`config.mk`:
```
export PLATFORM = sky130hd
export DESIGN_NAME = seven_segment_mux_driver
export DESIGN_NICKNAME = d
export VERILOG_FILES = /design/src/hdl/ssd_pkg.sv /design/src/hdl/ssd_in_reg.sv /design/src/hdl/ssd_engine.sv /design/src/hdl/seven_segment_mux_driver.sv
export SDC_FILE = /design/constraint.sdc
export NUM_CORES = 1
export LEC_CHECK = 0
export BUFFER_PORTS_ARGS = -buffer_cell sky130_fd_sc_hd__buf_2
export CORE_MARGIN = 4
export CORE_UTILIZATION = 55
export DETAILED_ROUTE_END_ITERATION = 16
export PLACE_DENSITY_LB_ADDON = 0.3
export SYNTH_ARGS = -nofsm -noshare
export SYNTH_HDL_FRONTEND = slang
export SYNTH_SLANG_ARGS = --single-unit
```
`constraint.sdc`:
```
create_clock -name clk -period 6.9 [get_ports clk]
set_clock_uncertainty 0.1 [all_clocks]
set_input_delay 1.38 -clock clk [delete_from_list [all_inputs] [get_ports clk]]
set_output_delay 1.38 -clock clk [all_outputs]
set_load 0.005 [all_outputs]
```
`src/hdl/ssd_pkg.sv`:
```
package ssd_pkg;

  // Default number of digits on the display.
  localparam int NumDigitsDefault = 3;

  // The enable bus is fixed at three digits.
  localparam int EnableW = 3;

  // Blank pattern for a digit (all segments off, active low).
  localparam logic [7:0] Blank = 8'hFF;

  // All digit enables high, so every digit is dark.
  localparam logic [EnableW-1:0] EnableOff = {EnableW{1'b1}};

  // Command codes.
  typedef enum logic [2:0] {
    CMD_TICK  = 3'd0,
    CMD_RAW   = 3'd1,
    CMD_NUM   = 3'd2,
    CMD_CHAR  = 3'd3,
    CMD_CLEAR = 3'd4
  } cmd_t;

  // Input word.
  typedef struct packed {
    logic [2:0] cmd;
    logic [1:0] digit_index;
    logic [7:0] value;
  } in_word_t;

  // Result word.
  typedef struct packed {
    logic [7:0]         segments_n;
    logic [EnableW-1:0] digit_enable_n;
  } out_word_t;

  // Segment pattern for a decimal digit; codes above nine come out blank.
  function automatic logic [7:0] digit_shape(input logic [3:0] d);
    logic [7:0] s;
    case (d)
      4'd0:    s = 8'hC0;
      4'd1:    s = 8'hF9;
      4'd2:    s = 8'hA4;
      4'd3:    s = 8'hB0;
      4'd4:    s = 8'h99;
      4'd5:    s = 8'h92;
      4'd6:    s = 8'h82;
      4'd7:    s = 8'hF8;
      4'd8:    s = 8'h80;
      4'd9:    s = 8'h90;
      default: s = Blank;
    endcase
    return s;
  endfunction

  // Segment pattern for a letter, A being zero; letters without a shape are blank.
  function automatic logic [7:0] letter_shape(input logic [4:0] l);
    logic [7:0] s;
    case (l)
      5'd0:    s = 8'h88;
      5'd1:    s = 8'h83;
      5'd2:    s = 8'hC6;
      5'd3:    s = 8'hA1;
      5'd4:    s = 8'h86;
      5'd5:    s = 8'h8E;
      5'd6:    s = 8'hC2;
      5'd7:    s = 8'h89;
      5'd8:    s = 8'hCF;
      5'd9:    s = 8'hE1;
      5'd11:   s = 8'hC7;
      5'd13:   s = 8'hAB;
      5'd14:   s = 8'hC0;
      5'd15:   s = 8'h8C;
      5'd17:   s = 8'hAF;
      5'd18:   s = 8'h92;
      5'd19:   s = 8'h87;
      5'd20:   s = 8'hC1;
      5'd21:   s = 8'hE3;
      5'd24:   s = 8'h91;
      default: s = Blank;
    endcase
    return s;
  endfunction

  // Segment pattern for an ASCII character, case-insensitive.
  function automatic logic [7:0] char_shape(input logic [7:0] c);
    logic [7:0] u;
    logic [7:0] s;
    u = c;
    if (c >= 8'h61 && c <= 8'h7A) begin
      u = c - 8'h20;
    end
    if (u >= 8'h30 && u <= 8'h39) begin
      s = digit_shape(4'(u - 8'h30));
    end else if (u >= 8'h41 && u <= 8'h5A) begin
      s = letter_shape(5'(u - 8'h41));
    end else begin
      s = Blank;
    end
    return s;
  endfunction

endpackage

```
`src/hdl/ssd_in_reg.sv`:
```
module ssd_in_reg (
  input  logic             clk,
  input  logic             rst_n,
  input  logic             in_valid,
  output logic             in_stall,
  input  ssd_pkg::in_word_t in_word,
  input  logic             take,
  output logic             held_valid,
  output ssd_pkg::in_word_t held_word
);

  logic              held_valid_r;
  logic              held_valid_nxt;
  ssd_pkg::in_word_t held_word_r;

  // The register is free when empty or when its word moves on this cycle.
  assign in_stall = held_valid_r && !take;

  always_comb begin
    held_valid_nxt = held_valid_r;
    if (!in_stall) begin
      held_valid_nxt = in_valid;
    end
  end

  // Valid flag.
  always_ff @(posedge clk) begin
    if (!rst_n) begin
      held_valid_r <= 1'b0;
    end else begin
      held_valid_r <= held_valid_nxt;
    end
  end

  // Input word capture.
  always_ff @(posedge clk) begin
    if (in_valid && !in_stall) begin
      held_word_r <= in_word;
    end
  end

  assign held_valid = held_valid_r;
  assign held_word  = held_word_r;

endmodule

```
`src/hdl/ssd_engine.sv`:
```
module ssd_engine #(
  parameter int NUM_DIGITS = ssd_pkg::NumDigitsDefault
) (
  input  logic              clk,
  input  logic              rst_n,
  input  logic              held_valid,
  input  ssd_pkg::in_word_t held_word,
  output logic              take,
  output logic              out_valid,
  input  logic              out_stall,
  output ssd_pkg::out_word_t out_word
);

  localparam int ScanW = (NUM_DIGITS > 1) ? $clog2(NUM_DIGITS) : 1;
  localparam logic [ScanW-1:0] ScanLast = ScanW'(NUM_DIGITS - 1);

  logic [7:0]                  pattern_r   [NUM_DIGITS];
  logic [7:0]                  pattern_nxt [NUM_DIGITS];
  logic [ScanW-1:0]            scan_r;
  logic [ScanW-1:0]            scan_nxt;
  logic [7:0]                  seg_r;
  logic [7:0]                  seg_nxt;
  logic [ssd_pkg::EnableW-1:0] en_r;
  logic [ssd_pkg::EnableW-1:0] en_nxt;
  logic                        out_valid_r;
  logic                        out_valid_nxt;
  logic                        advance;
  logic                        idx_ok;
  logic [7:0]                  wr_data;
  logic                        wr_en;

  // The result register can load when empty or when its word is taken.
  assign advance = !out_valid_r || !out_stall;
  assign take    = held_valid && advance;

  assign idx_ok = int'(held_word.digit_index) < NUM_DIGITS;

  // Write data and enable for the three write commands.
  always_comb begin
    wr_data = held_word.value;
    wr_en   = 1'b0;
    case (held_word.cmd)
      ssd_pkg::CMD_RAW: begin
        wr_en = idx_ok;
      end
      ssd_pkg::CMD_NUM: begin
        wr_data = ssd_pkg::digit_shape(held_word.value[3:0]);
        wr_en   = idx_ok && (held_word.value <= 8'd9);
      end
      ssd_pkg::CMD_CHAR: begin
        wr_data = ssd_pkg::char_shape(held_word.value);
        wr_en   = idx_ok;
      end
      default: begin
        wr_en = 1'b0;
      end
    endcase
  end

  // Next state for the pattern store, the scan position and the drive.
  always_comb begin
    pattern_nxt = pattern_r;
    scan_nxt    = scan_r;
    seg_nxt     = seg_r;
    en_nxt      = en_r;
    if (take) begin
      unique case (held_word.cmd)
        ssd_pkg::CMD_TICK: begin
          seg_nxt = pattern_r[scan_r];
          en_nxt  = ssd_pkg::EnableOff;
          if (int'(scan_r) < ssd_pkg::EnableW) begin
            en_nxt[scan_r] = 1'b0;
          end
          scan_nxt = (scan_r == ScanLast) ? '0 : scan_r + ScanW'(1);
        end
        ssd_pkg::CMD_CLEAR: begin
          for (int i = 0; i < NUM_DIGITS; i++) begin
            pattern_nxt[i] = ssd_pkg::Blank;
          end
          seg_nxt = ssd_pkg::Blank;
          en_nxt  = ssd_pkg::EnableOff;
        end
        default: begin
          for (int i = 0; i < NUM_DIGITS; i++) begin
            if (wr_en && int'(held_word.digit_index) == i) begin
              pattern_nxt[i] = wr_data;
            end
          end
        end
      endcase
    end
  end

  // Result valid follows the input register whenever the result register loads.
  always_comb begin
    out_valid_nxt = out_valid_r;
    if (advance) begin
      out_valid_nxt = held_valid;
    end
  end

  always_ff @(posedge clk) begin
    if (!rst_n) begin
      for (int i = 0; i < NUM_DIGITS; i++) begin
        pattern_r[i] <= ssd_pkg::Blank;
      end
      scan_r      <= '0;
      seg_r       <= ssd_pkg::Blank;
      en_r        <= ssd_pkg::EnableOff;
      out_valid_r <= 1'b0;
    end else begin
      pattern_r   <= pattern_nxt;
      scan_r      <= scan_nxt;
      seg_r       <= seg_nxt;
      en_r        <= en_nxt;
      out_valid_r <= out_valid_nxt;
    end
  end

  // The held drive is the result word; it only changes when a new word loads.
  assign out_valid               = out_valid_r;
  assign out_word.segments_n     = seg_r;
  assign out_word.digit_enable_n = en_r;

endmodule

```
`src/hdl/seven_segment_mux_driver.sv`:
```
// Channel  Ports                             Word type            Direction
// input    in_valid, in_stall, in_word       ssd_pkg::in_word_t   into block
// result   out_valid, out_stall, out_word    ssd_pkg::out_word_t  out of block
//
// Every input word gives one result word after the input and result registers.
// One word is accepted per cycle while the result side does not stall; the
// two registers form a two-stage pipeline, the drive state updated between them.
// Synchronous active-low reset blanks all digits, parks the scan at digit zero
// and turns the drive off. A stall on the result side holds the result
// register and back-pressures the input once the input register is full.
module seven_segment_mux_driver #(
  parameter int NUM_DIGITS = ssd_pkg::NumDigitsDefault
) (
  input  logic               clk,
  input  logic               rst_n,
  input  logic               in_valid,
  output logic               in_stall,
  input  ssd_pkg::in_word_t  in_word,
  output logic               out_valid,
  input  logic               out_stall,
  output ssd_pkg::out_word_t out_word
);

  logic              held_valid;
  ssd_pkg::in_word_t held_word;
  logic              take;

  // Input register.
  ssd_in_reg u_in_reg (
    .clk        (clk),
    .rst_n      (rst_n),
    .in_valid   (in_valid),
    .in_stall   (in_stall),
    .in_word    (in_word),
    .take       (take),
    .held_valid (held_valid),
    .held_word  (held_word)
  );

  // Pattern store, scan and drive with the result register.
  ssd_engine #(
    .NUM_DIGITS (NUM_DIGITS)
  ) u_engine (
    .clk        (clk),
    .rst_n      (rst_n),
    .held_valid (held_valid),
    .held_word  (held_word),
    .take       (take),
    .out_valid  (out_valid),
    .out_stall  (out_stall),
    .out_word   (out_word)
  );

endmodule
```
==> impl_metrics.toml, run 1 <==
[critical_path]
worstPathMaxFanout = 20
cp_cell_sequence = "inv_1 -> ha_1 -> ha_1 -> inv_1 -> mux4_2 -> o211ai_1 -> a41oi_1 -> mux2i_1"
crit_type = "reg -> reg"
cp-end-kind = "flop"
reg2reg_depth = 8
slowest_delay_ns = 0.80
arrival_ns = 3.62
cp-start-kind = "flop"
cp.required_ns = 7.06
cpMaxStageDelayCell = "edfxtp_1"

[power]
totalPowerFinal_uw = 789.6
vdd_ir_drop_max_uv = 166.2
power-per-cell-area_mw_per_mm2 = 201.3
p_leak_nw = 1.507

[synthesis]
ys.flop_type = "dfxtp_1"
synth_top_cell_area_share = 0.2517
syn_inst = 414
synth_warnings = 0
synth_nets = 449
ys_seq_area_frac = 0.3584
ys_ff_latch = 59
syn_avg_cell_area_sq_um = 8.837
yosysMostFrequentCell = "dfxtp_1"
synth_common_cells = "46 x dfxtp_1, 40 x nand2_1, 39 x a21oi_1"
syn_area_sq_mm = 0.003659
yosysTopAreaCell = "dfxtp_1"
synth_edf_count = 13
synthArstFlopShare = 0
synth_cell_type_count = 65
synth_area_leaders = "dfxtp_1 25%, edfxtp_1 11%, mux2i_1 7.4%"

[detailed_routing]
firstDrtPassIters = 5
vias = 3152
dr.first_iter.drc_count = 357
ant_nets = 0
wire_per_inst_um = 16.88
drc = 0
via_per_inst = 6.229
wirelength_um = 8540

[cts]
clock-sinks = 59
cts.repair.resized = 0
clkTransAtPathRegs_ns = 0.07
cts_tree = "built"
clockBufferDepth = 2
cts_root_buf = "clkbuf_8"
cts_buffers = 9
htreeDepth = 3
cts_hold_buffers = 0
clk_latency_ns = 0.33
post_cts.repair.setup_buffers = 0

[global_routing]
overflow = 0
grt_start_max_net_pins = 47
track_usage = 0.2296
first_global_vias = 2998
grt_pass1_wl_um = 14300
antenna_found_initial = 0

[sta]
worst_slew_pin_slew_ns = 1.124
finalHoldViolations = 0
finalSetupTns_ns = 0
setup_viol = 0
maxSlewHeadroom = 0.2447
fin_crit_ns = 3.460
timing.final.ws_setup_ns = 3.440
rsz0062_at_grt = "false"
fin_hold_ws_ns = 0.3695
fmaxAchievable_mhz = 289.0
fin_crit_sh = 0.5015
slew_violations = 0

[placed_design]
hpwl_um = 5965
post-place-ws_ns = 3.534
numPortBuffers = 29
gp_congestion = 0.9395

[floorplan]
coreArea_sq_mm = 0.006422
die_area_sq_mm = 0.008021
die_h_um = 89.56
die_w_um = 89.56
start_util = 0.5696
ios = 30
rows = 29

[layout]
antenna_cells = 0
syn_to_final_growth_pct = 7.216
drive_above_1_share = 0.1538
nNetsFinal = 459
nFillCells = 571

[hold_path]
worstHoldPathCells = 2
min_path_type = "reg -> reg"

[status]
status = "completed"

[flow_run]
drv_cap = 0
[layer usage]
| metal | track usage | vias to the layer above | part of all wire |
|---|---|---|---|
| li1 | - | 1520 | - |
| met1 | 0.3067 | 1485 | 0.43 |
| met2 | 0.3604 | 125 | 0.49 |
| met3 | 0.04793 | 22 | 0.056 |
| met4 | 0.09472 | 0 | 0.021 |
| met5 | 0 | - | 0 |
[critical path, delay by kind of cell (launching register included)]
family,cells,cell delay (ns)
flops,1,0.80
mux,2,0.65
compound gates,2,0.43
fa+ha+maj,2,0.98
buf+inv,2,0.45
[path summary, 6_finish.rpt]
path	startpoint	end	slack [ns]
worst min register to register	u_engine.seg_r[3]	u_engine.seg_r[3]	0.37
worst max-delay path	u_in_reg.held_word[0]	u_engine.pattern_r[1]	3.44
worst min-delay path	u_engine.seg_r[3]	u_engine.seg_r[3]	0.37
worst max register to register	u_in_reg.held_word[0]	u_engine.pattern_r[1]	3.44
[through the flow]
step	cells	instance area, sq um	utilization
floorplan	414	3659	-
global placement	490	3751	0.5841
detailed placement	490	3751	0.5841
CTS	506	3923	0.6108
global route	506	3923	0.6108
finish	506	3923	0.6108
[power breakdown]
group / switching, mW / internal [mW] / leakage (nW)
Combinational: 0.0710 / 0.0492 / 0.918
Clock: 0.139 / 0.140 / 0.0863
Sequential: 0.0212 / 0.369 / 0.503
[placed cells by master, fill, tap and decap left out, types with 3 or more instances in the layout]
cell / n
a21oi_1: 39
buf_2: 29
o31ai_1: 3
o22ai_1: 7
xnor2_1: 3
inv_1: 15
a21oi_2: 3
mux2i_1: 27
nor3b_1: 14
nor2_1: 29
dfxtp_1: 46
nand3_1: 13
nand2b_1: 6
o211ai_1: 4
nor2b_1: 12
o21ai_0: 24
nand2_1: 40
nor3_1: 3
clkbuf_8: 10
edfxtp_1: 13
a211o_1: 3
o2111ai_1: 4
o21a_1: 4
o221ai_1: 5
ha_1: 18
[cell type report]
cell class,instances,area [sq um],share of cell area
clock buffer,12,145.1,0.03700
clock inverter,4,26.28,0.006699
inverter,16,60.06,0.01531
multi-input combinational,309,2138,0.5451
sequential,59,1311,0.3343
tap,77,96.34,0.02456
timing repair buffer,29,145.1,0.03700
[cell families (layout without fill, tap and decap cells)]
kind of cell / after synthesis / in the layout / synth area share
simple gates: 135 / 135 / 0.1956
compound gates: 121 / 121 / 0.2291
flops: 59 / 59 / 0.3584
buf+inv: 46 / 61 / 0.05711
mux: 30 / 30 / 0.08618
fa+ha+maj: 18 / 18 / 0.06156
xor+xnor: 5 / 5 / 0.01197
Power figures use the tool's default switching activity.
==> inputs of run 2 (changes only) <==
==> constraint.sdc (replaced) <==
create_clock -name clk -period 3.4 [get_ports clk]
set_clock_uncertainty 0.1 [all_clocks]
set_input_delay 0.68 -clock clk [delete_from_list [all_inputs] [get_ports clk]]
set_output_delay 0.68 -clock clk [all_outputs]
set_load 0.005 [all_outputs]
==> run 2 against run 1 <==
  * Fmax increased by 20%
  * Core utilization increased by 1.7 points
  * Register-to-register slack got worse by 2.9 ns
  * Sequential power increased by 99%
  * Power increased by 120%
  * Die area unchanged
  * Sequential share of layout area decreased by 0.90 points
  * Global-route usage decreased by 0.40 points
  * Worst setup slack got worse by 2.9 ns
  * Clock-buffer cell count unchanged
  * Worst hold slack got worse by 0.0040 ns
  * Critical endpoint is now u_engine.pattern_r[9]
==> impl_metrics.toml, run 2 (same netlist as run 1, synthesis figures left out) <==
[status]
status = "completed"

[sta]
setup_viol = 0
fin_hold_ws_ns = 0.3655
fmaxAchievable_mhz = 348.1
slew_violations = 0
maxSlewHeadroom = 0.3789
fin_crit_ns = 2.872
worst_slew_pin_slew_ns = 0.9303
fin_crit_sh = 0.8448
rsz0062_at_grt = "false"
finalSetupTns_ns = 0
finalHoldViolations = 0

[cts]
cts_buffers = 9
clk_latency_ns = 0.33
htreeDepth = 3
cts_root_buf = "clkbuf_8"
clock-sinks = 59
cts_tree = "built"
clkTransAtPathRegs_ns = 0.07
post_cts.repair.setup_buffers = 0
cts.repair.resized = 0
clockBufferDepth = 2
cts_hold_buffers = 0

[placed_design]
numPortBuffers = 29
hpwl_um = 5832
gp_congestion = 0.9377

[global_routing]
track_usage = 0.2256
first_global_vias = 2899
overflow = 0
antenna_found_initial = 0
grt_start_max_net_pins = 47
grt_pass1_wl_um = 14060

[detailed_routing]
firstDrtPassIters = 5
ant_nets = 0
routed.top_layer = "met4"
dr_wl_met3_um = 448
via_per_inst = 6.185
routedLengthMet1_um = 3680
wirelength_um = 8381
wl_met2_um = 4016
wire_per_inst_um = 16.34
dr.first_iter.drc_count = 316
vias = 3173
drc = 0

[floorplan]
coreArea_sq_mm = 0.006422
rows = 29
ios = 30
die_w_um = 89.56
die_h_um = 89.56
die_area_sq_mm = 0.008021
start_util = 0.5696

[layout]
final_cell_mix = "46 x dfxtp_1, 40 x nand2_1, 39 x a21oi_1"
utilization = 0.6277
antenna_cells = 0
syn_to_final_growth_pct = 10.19
drive_above_1_share = 0.1720
nFillCells = 518
layout_commonest_cell = "dfxtp_1"
nNetsFinal = 467

[critical_path]
cp-start-kind = "flop"
arrival_ns = 3.03
worstPathMaxFanout = 15
cp.required_ns = 3.56
cp_cell_sequence = "inv_1 -> ha_1 -> ha_1 -> inv_1 -> mux4_2 -> o211ai_1 -> a41oi_1 -> a21oi_1"
cp-end-kind = "flop"
crit_type = "reg -> reg"
slowest_delay_ns = 0.52
cpMaxStageDelayCell = "mux4_2"

[power]
p_leak_nw = 1.574
vdd_ir_drop_max_uv = 577.4
power-per-cell-area_mw_per_mm2 = 428.8
totalPowerFinal_mw = 1.729

[flow_run]
drv_cap = 0

[hold_path]
min_path_type = "reg -> reg"
## run 2: cell types whose count changed in the layout (fill, tap and decap cells not counted), sizes merged
cell      delta
bufinv       +1
buf          +8
clkinv       -1
clkinvlp     -1
## run 2: cell type report
class,instances,area (sq um),share of cell area
timing repair buffer,37,205.2,0.05090
tap,77,96.34,0.02390
multi-input combinational,309,2138,0.5304
clock inverter,3,43.79,0.01086
inverter,16,60.06,0.01490
sequential,59,1311,0.3253
clock buffer,12,176.4,0.04376
## run 2: path summary, 6_finish.rpt
path              cells after the start             startpoint  slack [ns]                     to
setup / recovery                      8  u_in_reg.held_word[1]        0.53  u_engine.pattern_r[9]
hold / removal                        2      u_engine.seg_r[2]        0.37      u_engine.seg_r[2]
setup reg to reg                      8  u_in_reg.held_word[1]        0.53  u_engine.pattern_r[9]
hold reg to reg                       2      u_engine.seg_r[2]        0.37      u_engine.seg_r[2]
## run 2: report_power, final
| part | leakage [nW] | internal [mW] | switching, mW |
|---|---|---|---|
| registers | 0.503 | 0.750 | 0.0280 |
| logic | 0.957 | 0.106 | 0.159 |
| clock network | 0.114 | 0.419 | 0.267 |
## run 2: worst max-delay path: cells and delay by family (launching register included)
kind / cells / cell delay, ns
adder cells (fa/ha/maj): 2 / 0.82
AO/OA/AOI/OAI: 3 / 0.57
multiplexers: 1 / 0.52
flip-flops: 1 / 0.40
buffers and inverters: 2 / 0.39
## run 2: stage by stage
stage	setup slack [ns]	cell area (sq um)	instances
floorplan	0.5876	3659	414
global placement	0.6741	3811	498
detailed placement	0.5986	3811	498
CTS	0.5728	4031	513
global route	0.2836	4031	513
finish	0.5276	4031	513
## run 2: routing by layer
metal / global-route usage / vias up
li1: - / 1536
met1: 0.3008 / 1496
met2: 0.3537 / 112
met3: 0.03779 / 29
met4: 0.1083 / 0
met5: 0 / -
